File: src/rtl/core/hars_pkg.sv
// Shared types and constants for the health-aware round-robin selector.
`timescale 1ns / 1ps
package hars_pkg;

  localparam int MaxServersDef = 16;
  localparam int CntW          = 14;
  localparam int SrvCntW       = 5;
  localparam int IdxW          = 4;
  localparam int TickW         = 32;
  localparam int LimW          = 16;

  localparam logic [CntW-1:0] CntLimit = CntW'(10000);

  typedef enum logic [1:0] {
    OP_SELECT = 2'd0,
    OP_SET    = 2'd1,
    OP_TICK   = 2'd2
  } op_t;

  typedef enum logic [1:0] {
    H_NORMAL  = 2'd0,
    H_DEAD    = 2'd1,
    H_REBOOT  = 2'd2,
    H_TESTING = 2'd3
  } health_t;

  typedef enum logic [1:0] {
    ST_IDLE,
    ST_MOD,
    ST_SCAN,
    ST_DONE
  } state_t;

  typedef struct packed {
    health_t          health;
    logic [TickW-1:0] since;
    logic [LimW-1:0]  limit;
  } entry_t;

  localparam int EntryW = $bits(entry_t);

endpackage

File: src/rtl/core/hars_ram.sv
// Generic single-write, single-read RAM with registered read data.
`timescale 1ns / 1ps
module hars_ram #(
  parameter int WIDTH = 8,
  parameter int DEPTH = 16,
  parameter int AW    = (DEPTH > 1) ? $clog2(DEPTH) : 1
) (
  input  logic             clk,
  input  logic             we,
  input  logic [AW-1:0]    waddr,
  input  logic [WIDTH-1:0] wdata,
  input  logic [AW-1:0]    raddr,
  output logic [WIDTH-1:0] rdata
);

  logic [WIDTH-1:0] mem [DEPTH];

  always_ff @(posedge clk) begin
    if (we) begin
      mem[waddr] <= wdata;
    end
    rdata <= mem[raddr];
  end

endmodule

File: src/rtl/core/hars_mod.sv
// Iterative restoring remainder unit: one dividend bit per cycle.
`timescale 1ns / 1ps
module hars_mod import hars_pkg::*; (
  input  logic               clk,
  input  logic               rst,
  input  logic               start,
  input  logic [CntW-1:0]    dividend,
  input  logic [SrvCntW-1:0] divisor,
  output logic               done,
  output logic [SrvCntW-1:0] remainder
);

  localparam int StepW = $clog2(CntW + 1);

  logic               busy;
  logic [StepW-1:0]   steps;
  logic [CntW-1:0]    dvd;
  logic [SrvCntW-1:0] dsr;
  logic [SrvCntW:0]   trial;
  logic [SrvCntW-1:0] rem_next;

  // shared compare/subtract: bring down one bit, subtract if it fits
  always_comb begin
    trial = {remainder, dvd[CntW-1]};
    if (trial >= {1'b0, dsr}) begin
      rem_next = SrvCntW'(trial - {1'b0, dsr});
    end else begin
      rem_next = trial[SrvCntW-1:0];
    end
  end

  always_ff @(posedge clk) begin
    if (rst) begin
      busy  <= 1'b0;
      done  <= 1'b0;
      steps <= '0;
    end else begin
      done <= 1'b0;
      if (start) begin
        busy  <= 1'b1;
        steps <= StepW'(CntW);
      end else if (busy) begin
        steps <= steps - 1'b1;
        if (steps == StepW'(1)) begin
          busy <= 1'b0;
          done <= 1'b1;
        end
      end
    end
  end

  always_ff @(posedge clk) begin
    if (start) begin
      dvd       <= dividend;
      dsr       <= divisor;
      remainder <= '0;
    end else if (busy) begin
      dvd       <= {dvd[CntW-2:0], 1'b0};
      remainder <= rem_next;
    end
  end

endmodule

File: src/rtl/core/health_aware_round_robin_selector.sv
// Top level: health-aware round-robin server selector with sequencer.
`timescale 1ns / 1ps
// Select beat, from accept to result: 14 remainder steps, a hand-off, k table reads with
//   the last one judged after its read, then an output load; k = probes, 1..clamped server count.
//   A stalled result holds the output load until the prior result is taken.
// Set-state and tick beats are applied when accepted. One beat in flight.
// Reset (rst, synchronous): server_count = 1, counter and clock zero, all servers normal
//   via per-entry valid bits; the table RAM itself is not swept.
module health_aware_round_robin_selector import hars_pkg::*; #(
  parameter int MAX_SERVERS = MaxServersDef
) (
  input  logic               clk,
  input  logic               rst,
  // configuration
  input  logic               cfg_wen,
  input  logic [SrvCntW-1:0] cfg_wdata,
  // request channel
  input  logic               in_valid,
  output logic               in_stall,
  input  logic [1:0]         op,
  input  logic [IdxW-1:0]    server_index,
  input  logic [1:0]         new_state,
  input  logic [LimW-1:0]    timeout_ticks,
  // result channel
  output logic               out_valid,
  input  logic               out_stall,
  output logic [IdxW-1:0]    chosen_server,
  output logic               found,
  output logic               revived
);

  // table address width
  localparam int AW   = (MAX_SERVERS > 1) ? $clog2(MAX_SERVERS) : 1;
  // common width for comparing addresses against counts
  localparam int CmpW = ((AW > SrvCntW) ? AW : SrvCntW) + 1;
  localparam logic [CmpW-1:0] MaxCmp = CmpW'(MAX_SERVERS);

  // ---------------------------------------------------------------------
  // Architectural state
  // ---------------------------------------------------------------------
  state_t             state, state_next;
  logic [SrvCntW-1:0] server_count;
  logic [CntW-1:0]    request_counter, request_counter_next;
  logic [TickW-1:0]   now_ticks, now_ticks_next;
  logic [MAX_SERVERS-1:0] vld, vld_next;

  // select scratch
  logic [SrvCntW-1:0] n_act, n_act_next;      // active server count of this select
  logic [AW-1:0]      start_idx, start_idx_next;
  logic [AW-1:0]      ptr, ptr_next;          // next address to read
  logic [AW-1:0]      eval_ptr, eval_ptr_next; // address whose data is in rdata
  logic               pend, pend_next;        // rdata holds a fresh entry
  logic [SrvCntW-1:0] iss_cnt, iss_cnt_next;
  logic [SrvCntW-1:0] eval_cnt, eval_cnt_next;
  logic               vld_q;

  // result holding
  logic [AW-1:0]      res_chosen, res_chosen_next;
  logic               res_found, res_found_next;
  logic               res_revived, res_revived_next;
  logic               out_valid_next;
  logic [IdxW-1:0]    chosen_server_next;
  logic               found_next, revived_next;

  // table RAM ports
  logic               ram_we;
  logic [AW-1:0]      ram_waddr, ram_raddr;
  entry_t             ram_wdata, ram_rdata;

  // remainder unit
  logic               mod_start;
  logic               mod_done;
  logic [SrvCntW-1:0] mod_rem;

  // ---------------------------------------------------------------------
  // Derived control
  // ---------------------------------------------------------------------
  logic               in_acc;
  logic               out_acc;
  logic [SrvCntW-1:0] n_cfg;         // server_count clamped to 1..MAX_SERVERS
  entry_t             cur;           // entry under evaluation, reset value if never written
  logic [TickW-1:0]   elapsed;
  logic               expired;
  logic               qual_norm, qual_rev;
  logic               set_ok;
  logic [AW-1:0]      ptr_inc;

  assign in_acc  = in_valid && !in_stall;
  assign out_acc = out_valid && !out_stall;

  always_comb begin
    if (server_count == '0) begin
      n_cfg = SrvCntW'(1);
    end else if ({{(CmpW-SrvCntW){1'b0}}, server_count} > MaxCmp) begin
      n_cfg = SrvCntW'(MAX_SERVERS);
    end else begin
      n_cfg = server_count;
    end
  end

  // indexes at or beyond the table depth are dropped
  assign set_ok = ({{(CmpW-IdxW){1'b0}}, server_index} < MaxCmp);

  // circular step within the active set
  always_comb begin
    if ({{(CmpW-AW){1'b0}}, ptr} + CmpW'(1) == {{(CmpW-SrvCntW){1'b0}}, n_act}) begin
      ptr_inc = '0;
    end else begin
      ptr_inc = ptr + 1'b1;
    end
  end

  // entry decode and expiry test
  always_comb begin
    if (vld_q) begin
      cur = ram_rdata;
    end else begin
      cur.health = H_NORMAL;
      cur.since  = '0;
      cur.limit  = '0;
    end
    elapsed   = now_ticks - cur.since;
    expired   = elapsed > {{(TickW-LimW){1'b0}}, cur.limit};
    qual_norm = (cur.health == H_NORMAL);
    qual_rev  = ((cur.health == H_DEAD) || (cur.health == H_REBOOT)) && expired;
  end

  // ---------------------------------------------------------------------
  // Sequencer: next state and datapath controls
  // ---------------------------------------------------------------------
  always_comb begin
    state_next           = state;
    request_counter_next = request_counter;
    now_ticks_next       = now_ticks;
    vld_next             = vld;
    n_act_next           = n_act;
    start_idx_next       = start_idx;
    ptr_next             = ptr;
    eval_ptr_next        = eval_ptr;
    pend_next            = 1'b0;
    iss_cnt_next         = iss_cnt;
    eval_cnt_next        = eval_cnt;
    res_chosen_next      = res_chosen;
    res_found_next       = res_found;
    res_revived_next     = res_revived;
    out_valid_next       = out_valid && !out_acc;
    chosen_server_next   = chosen_server;
    found_next           = found;
    revived_next         = revived;
    in_stall             = (state != ST_IDLE);
    mod_start            = 1'b0;
    ram_we               = 1'b0;
    ram_waddr            = AW'(server_index);
    ram_wdata.health     = health_t'(new_state);
    ram_wdata.since      = now_ticks;
    ram_wdata.limit      = timeout_ticks;
    ram_raddr            = ptr;

    unique case (state)
      ST_IDLE: begin
        if (in_acc) begin
          if (op == OP_SELECT) begin
            mod_start  = 1'b1;
            n_act_next = n_cfg;
            if (request_counter > CntLimit) begin
              request_counter_next = '0;
            end else begin
              request_counter_next = request_counter + 1'b1;
            end
            state_next = ST_MOD;
          end else if (op == OP_SET) begin
            if (set_ok) begin
              ram_we              = 1'b1;
              vld_next[ram_waddr] = 1'b1;
            end
          end else if (op == OP_TICK) begin
            now_ticks_next = now_ticks + 1'b1;
          end
        end
      end

      ST_MOD: begin
        if (mod_done) begin
          start_idx_next = AW'(mod_rem);
          ptr_next       = AW'(mod_rem);
          iss_cnt_next   = '0;
          eval_cnt_next  = '0;
          state_next     = ST_SCAN;
        end
      end

      ST_SCAN: begin
        // issue one read per cycle while probes remain
        if (iss_cnt != n_act) begin
          ram_raddr     = ptr;
          pend_next     = 1'b1;
          eval_ptr_next = ptr;
          ptr_next      = ptr_inc;
          iss_cnt_next  = iss_cnt + 1'b1;
        end
        // evaluate the entry read last cycle
        if (pend) begin
          eval_cnt_next = eval_cnt + 1'b1;
          if (qual_norm || qual_rev) begin
            res_chosen_next  = eval_ptr;
            res_found_next   = 1'b1;
            res_revived_next = qual_rev;
            state_next       = ST_DONE;
            if (qual_rev) begin
              // revive: move to testing, clear the timestamp, keep the limit
              ram_we           = 1'b1;
              ram_waddr        = eval_ptr;
              ram_wdata.health = H_TESTING;
              ram_wdata.since  = '0;
              ram_wdata.limit  = cur.limit;
            end
          end else if (eval_cnt + 1'b1 == n_act) begin
            res_chosen_next  = start_idx;
            res_found_next   = 1'b0;
            res_revived_next = 1'b0;
            state_next       = ST_DONE;
          end
        end
      end

      ST_DONE: begin
        if (!out_valid || out_acc) begin
          out_valid_next     = 1'b1;
          chosen_server_next = IdxW'(res_chosen);
          found_next         = res_found;
          revived_next       = res_revived;
          state_next         = ST_IDLE;
        end
      end

      default: begin
        state_next = ST_IDLE;
      end
    endcase
  end

  // ---------------------------------------------------------------------
  // Registers
  // ---------------------------------------------------------------------
  always_ff @(posedge clk) begin
    if (rst) begin
      state           <= ST_IDLE;
      server_count    <= SrvCntW'(1);
      request_counter <= '0;
      now_ticks       <= '0;
      vld             <= '0;
      pend            <= 1'b0;
      out_valid       <= 1'b0;
    end else begin
      state           <= state_next;
      if (cfg_wen) begin
        server_count <= cfg_wdata;
      end
      request_counter <= request_counter_next;
      now_ticks       <= now_ticks_next;
      vld             <= vld_next;
      pend            <= pend_next;
      out_valid       <= out_valid_next;
    end
  end

  always_ff @(posedge clk) begin
    n_act         <= n_act_next;
    start_idx     <= start_idx_next;
    ptr           <= ptr_next;
    eval_ptr      <= eval_ptr_next;
    iss_cnt       <= iss_cnt_next;
    eval_cnt      <= eval_cnt_next;
    res_chosen    <= res_chosen_next;
    res_found     <= res_found_next;
    res_revived   <= res_revived_next;
    chosen_server <= chosen_server_next;
    found         <= found_next;
    revived       <= revived_next;
    vld_q         <= vld[ram_raddr];
  end

  // ---------------------------------------------------------------------
  // Submodules
  // ---------------------------------------------------------------------
  hars_mod u_mod (
    .clk       (clk),
    .rst       (rst),
    .start     (mod_start),
    .dividend  (request_counter),
    .divisor   (n_cfg),
    .done      (mod_done),
    .remainder (mod_rem)
  );

  hars_ram #(
    .WIDTH (EntryW),
    .DEPTH (MAX_SERVERS),
    .AW    (AW)
  ) u_table (
    .clk   (clk),
    .we    (ram_we),
    .waddr (ram_waddr),
    .wdata (ram_wdata),
    .raddr (ram_raddr),
    .rdata (ram_rdata)
  );

  // ---------------------------------------------------------------------
  // Assertions
  // ---------------------------------------------------------------------
  a_revive_needs_found: assert property (@(posedge clk) disable iff (rst)
    out_valid |-> (found || !revived))
    else $error("revived flagged without a found server");

  a_counter_range: assert property (@(posedge clk) disable iff (rst)
    request_counter <= CntLimit + 1'b1)
    else $error("request counter beyond wrap point");

  a_scan_ptr_range: assert property (@(posedge clk) disable iff (rst)
    (state == ST_SCAN) |-> ({{(CmpW-AW){1'b0}}, ptr} < {{(CmpW-SrvCntW){1'b0}}, n_act}))
    else $error("scan pointer outside active set");

  a_mod_done_in_mod: assert property (@(posedge clk) disable iff (rst)
    mod_done |-> (state == ST_MOD))
    else $error("remainder unit finished outside its phase");

endmodule
File: config.mk
export PLATFORM = sky130hd
export DESIGN_NAME = health_aware_round_robin_selector
export DESIGN_NICKNAME = d
export VERILOG_FILES = /design/src/rtl/core/hars_pkg.sv /design/src/rtl/core/hars_ram.sv /design/src/rtl/core/hars_mod.sv /design/src/rtl/core/health_aware_round_robin_selector.sv
export SDC_FILE = /design/constraint.sdc
export NUM_CORES = 1
export LEC_CHECK = 0
export BUFFER_PORTS_ARGS = -buffer_cell sky130_fd_sc_hd__buf_2
export CORE_UTILIZATION = 34
export DETAILED_ROUTE_END_ITERATION = 10
export PLACE_DENSITY_LB_ADDON = 0.05
export SLEW_MARGIN = 20
export SYNTH_ARGS = -nofsm -noshare
export SYNTH_HDL_FRONTEND = slang
export SYNTH_SLANG_ARGS = --single-unit
File: constraint.sdc
create_clock -name clk -period 7.82 [get_ports clk]
set_clock_uncertainty 0.15 [all_clocks]
set_input_delay 1.173 -clock clk [delete_from_list [all_inputs] [get_ports clk]]
set_output_delay 1.173 -clock clk [all_outputs]
set_load 0.05 [all_outputs]
==> flow_metrics.py <==
metrics = {
    "drt": {
        "drc": 0,
        "antenna_left": 0,
        "drt_iter0_markers": 1754,
        "totalWireLength_mm": 106,
        "vias_per_cell": 5.19,
        "wire_per_inst_um": 26.5,
        "drtPass1Iterations": 5,
        "via_count": 20800,
    },
    "cts": {
        "clkSinkCount": 986,
        "clock_latency_ps": 690,
        "ctsHoldBuffers": 0,
        "cts_root_buf": "clkbuf_16",
        "clk_pin_slew_worst_paths_ps": 60,
        "postCtsSetupBuffers": 0,
        "numCtsBuffers": 107,
        "cts_resized": 0,
        "cts_max_path_buffers": 3,
        "cts_tree": "yes",
        "ctsHtreeMaxLevel": 3,
    },
    "die": {
        "start_util_pct": 34.5,
        "core.rowCount": 125,
        "core_area_um2": 117000,
        "die_w_um": 346,
        "pin_count": 42,
        "die_area_um2": 120000,
        "dieHeight_um": 346,
    },
    "cells_and_area": {
        "area_growth_pct": 14.9,
        "drive_above_1_share_pct": 23.0,
        "register_area_um2": 28300,
        "diodes": 0,
        "multi_input_area_um2": 11500,
        "nets": 2485,
        "fillerInstances": 10500,
    },
    "synthesis": {
        "yosys_warnings": 0,
        "synth.distinct_cells": 72,
        "syn_area_per_cell_um2": 17.7,
        "synth_ff_type": "edfxtp_1",
        "synthArstFlopShare_pct": 0,
        "synth_seq_area_share_pct": 70.2,
        "syn_inst": 2280,
        "synth-edff-count": 853,
        "syn_nets": 2383,
        "synth-seq-cells": 986,
        "synthesis.area_um2": 40300,
    },
    "sta": {
        "fin_crit_sh_pct": 91.5,
        "hold_ws_ps": 279,
        "tns_ps": 0,
        "hold_viol": 0,
        "layout_min_cycle_time_ps": 7150,
        "fmax_mhz": 140,
        "drv_slew": 0,
        "rsz0062_at_grt": "false",
        "relSlewSlack_pct": 24.4,
        "worstMarginPinSlew_ps": 1130,
        "setup_violations": 0,
    },
    "critical_path": {
        "critical_path_class": "flop to flop",
        "cp_max_fo": 42,
        "arrival_ps": 7340,
        "cp.required_ps": 8010,
        "cp-end-kind": "flop",
        "cp-start-kind": "flop",
    },
    "power_and_ir_drop": {
        "static-leakage-power_nw": 14.4,
        "peakVddDrop_mv": 0.206,
        "powerDensity_nw_per_um2": 282,
        "power_w": 0.0131,
    },
    "global_route": {
        "antenna_found_initial": 5,
        "track_usage_pct": 17.8,
        "grt_pass1_wl_mm": 155,
        "grt-ovfl-total": 0,
        "grt_pass1_vias": 21800,
        "grt_max_degree": 134,
    },
    "worst_hold_path": {
        "hp-class": "flop to flop",
    },
    "place": {
        "detailed_place_hpwl_mm": 60.4,
        "port_buffers": 41,
        "gp_congestion": 0.806,
    },
    "flow_run": {
        "cap_violations": 0,
    },
    "run_status": {
        "status": "completed",
    },
}
[where the power goes]
| group | switching (W) | internal [W] | leakage [nW] | total [W] |
|---|---|---|---|---|
| clock | 0.00207 | 0.00301 | 1.74 | 0.00508 |
| combinational | 0.00103 | 0.000899 | 4.57 | 0.00193 |
| sequential | 0.000138 | 0.00591 | 8.10 | 0.00604 |
[routing by layer]
metal	GRT usage (%)	share of wire (%)	up-vias	wire, um
li1	-	-	9208	-
met1	25.0	46	11000	48800
met2	29.0	48	412	50900
met3	2.98	4.4	111	4610
met4	3.94	1.4	0	1510
met5	0	0	-	0
[worst max-delay path, cell delays in order (launching register included)]
cell and delay (ps):
dfxtp_2 340, buf_4 230, nand2_1 140, fa_1 460, a211oi_1 370, o21ai_0 220, a31oi_1 310, o21bai_1 90
a21oi_1 230, o21ai_0 130, xor2_1 180, ha_1 290, nand4_1 160, nor3_1 270, o21ai_0 140, nand3_1 80
o21ai_0 140, nand4_1 160, nor4_2 70, a41oi_2 370, and3_4 950, buf_4 410, mux2i_1 890
[flip-flops by register name (all words and copies together), names as in the netlist, 5 cells and up]
register / flops
u_table.mem: 800
u_table.rdata: 50
now_ticks: 32
vld: 16
request_counter: 14
u_mod.dvd: 14
eval_cnt: 5
iss_cnt: 5
n_act: 5
server_count: 5
u_mod.remainder: 5
[synthesized netlist by cell type (all sizes together) (4+ instances only)]
| library cell | n | area (um^2) |
|---|---|---|
| o21a | 7 | 52.6 |
| buf | 26 | 130 |
| a31oi | 8 | 56.3 |
| dfxtp | 133 | 2660 |
| o21bai | 6 | 45.0 |
| edfxtp | 853 | 25600 |
| and2 | 12 | 77.6 |
| nor3 | 15 | 75.1 |
| inv | 55 | 206 |
| and3 | 15 | 98.8 |
| a21oi | 79 | 395 |
| nand3 | 38 | 190 |
| o21ai | 29 | 145 |
| xnor2 | 34 | 298 |
| nor3b | 5 | 37.5 |
| nand2b | 13 | 81.3 |
| nand4 | 23 | 144 |
| mux4 | 255 | 5740 |
| a211oi | 7 | 52.6 |
| a21o | 12 | 90.1 |
| clkbuf | 89 | 334 |
| nand2 | 167 | 627 |
| nor2b | 46 | 288 |
| o31ai | 4 | 30.0 |
| o22ai | 7 | 43.8 |
| nor4 | 6 | 43.8 |
| o211ai | 5 | 37.5 |
| mux2i | 36 | 360 |
| xor2 | 52 | 455 |
| mux2 | 9 | 101 |
| or3 | 6 | 37.5 |
| nor2 | 117 | 439 |
| ha | 67 | 838 |
[area by class of cell]
type,instances,area share (%)
multi-input combinational,1123,24.9
sequential,986,61.1
inverter,56,0.454
clock inverter,55,1.28
tap,1524,4.12
timing repair buffer,108,1.72
clock buffer,145,6.41
[logic make-up after synthesis]
family,share of synthesized area [%]
flops,70.2
simple gates,5.57
mux,15.4
compound gates,3.06
buf+inv,1.68
xor+xnor,1.87
fa+ha+maj,2.18
[metrics by stage]
| step | worst slack (ps) | utilization, % | std cells | instance area [um^2] |
|---|---|---|---|---|
| 2_1_floorplan | 261 | - | 2280 | 40300 |
| 3_3_place_gp | 767 | 36.5 | 3797 | 42700 |
| 3_5_place_dp | 671 | 36.5 | 3797 | 42700 |
| 4_1_cts | 594 | 39.6 | 3997 | 46200 |
| 5_1_grt | 214 | 39.6 | 3997 | 46300 |
| 6_report | 667 | 39.6 | 3997 | 46300 |
[path summary, 6_finish.rpt]
check | cells past startpoint | startpoint | endpoint | slack, ps
setup / recovery | 22 | vld_q | u_table.mem[14][5] | 670
hold / removal | 0 | res_chosen[3] | chosen_server[3] | 280
setup reg to reg | 22 | vld_q | u_table.mem[14][5] | 670
hold reg to reg | 0 | res_chosen[3] | chosen_server[3] | 280
[cell usage in the layout, fill, tap and decap left out, types with 10 or more instances in the layout]
master and instances:
nand2_1 167, clkbuf_1 26, o21ai_0 28, clkinv_2 22
and3_1 14, nor3_1 15, nor2b_2 10, a21oi_1 79
dfxtp_1 132, edfxtp_1 853, ha_1 67, nand2b_1 13
bufinv_16 11, clkbuf_8 10, buf_2 41, xor2_1 52
clkinv_1 13, mux2i_4 12, clkbuf_16 109, xnor2_1 34
nor2b_1 36, nand4_1 23, buf_4 60, nand3_1 38
nor2_1 116, mux4_2 255, a21o_1 12, inv_1 55
mux2i_1 22, and2_1 11
Power figures use the tool's default switching activity.
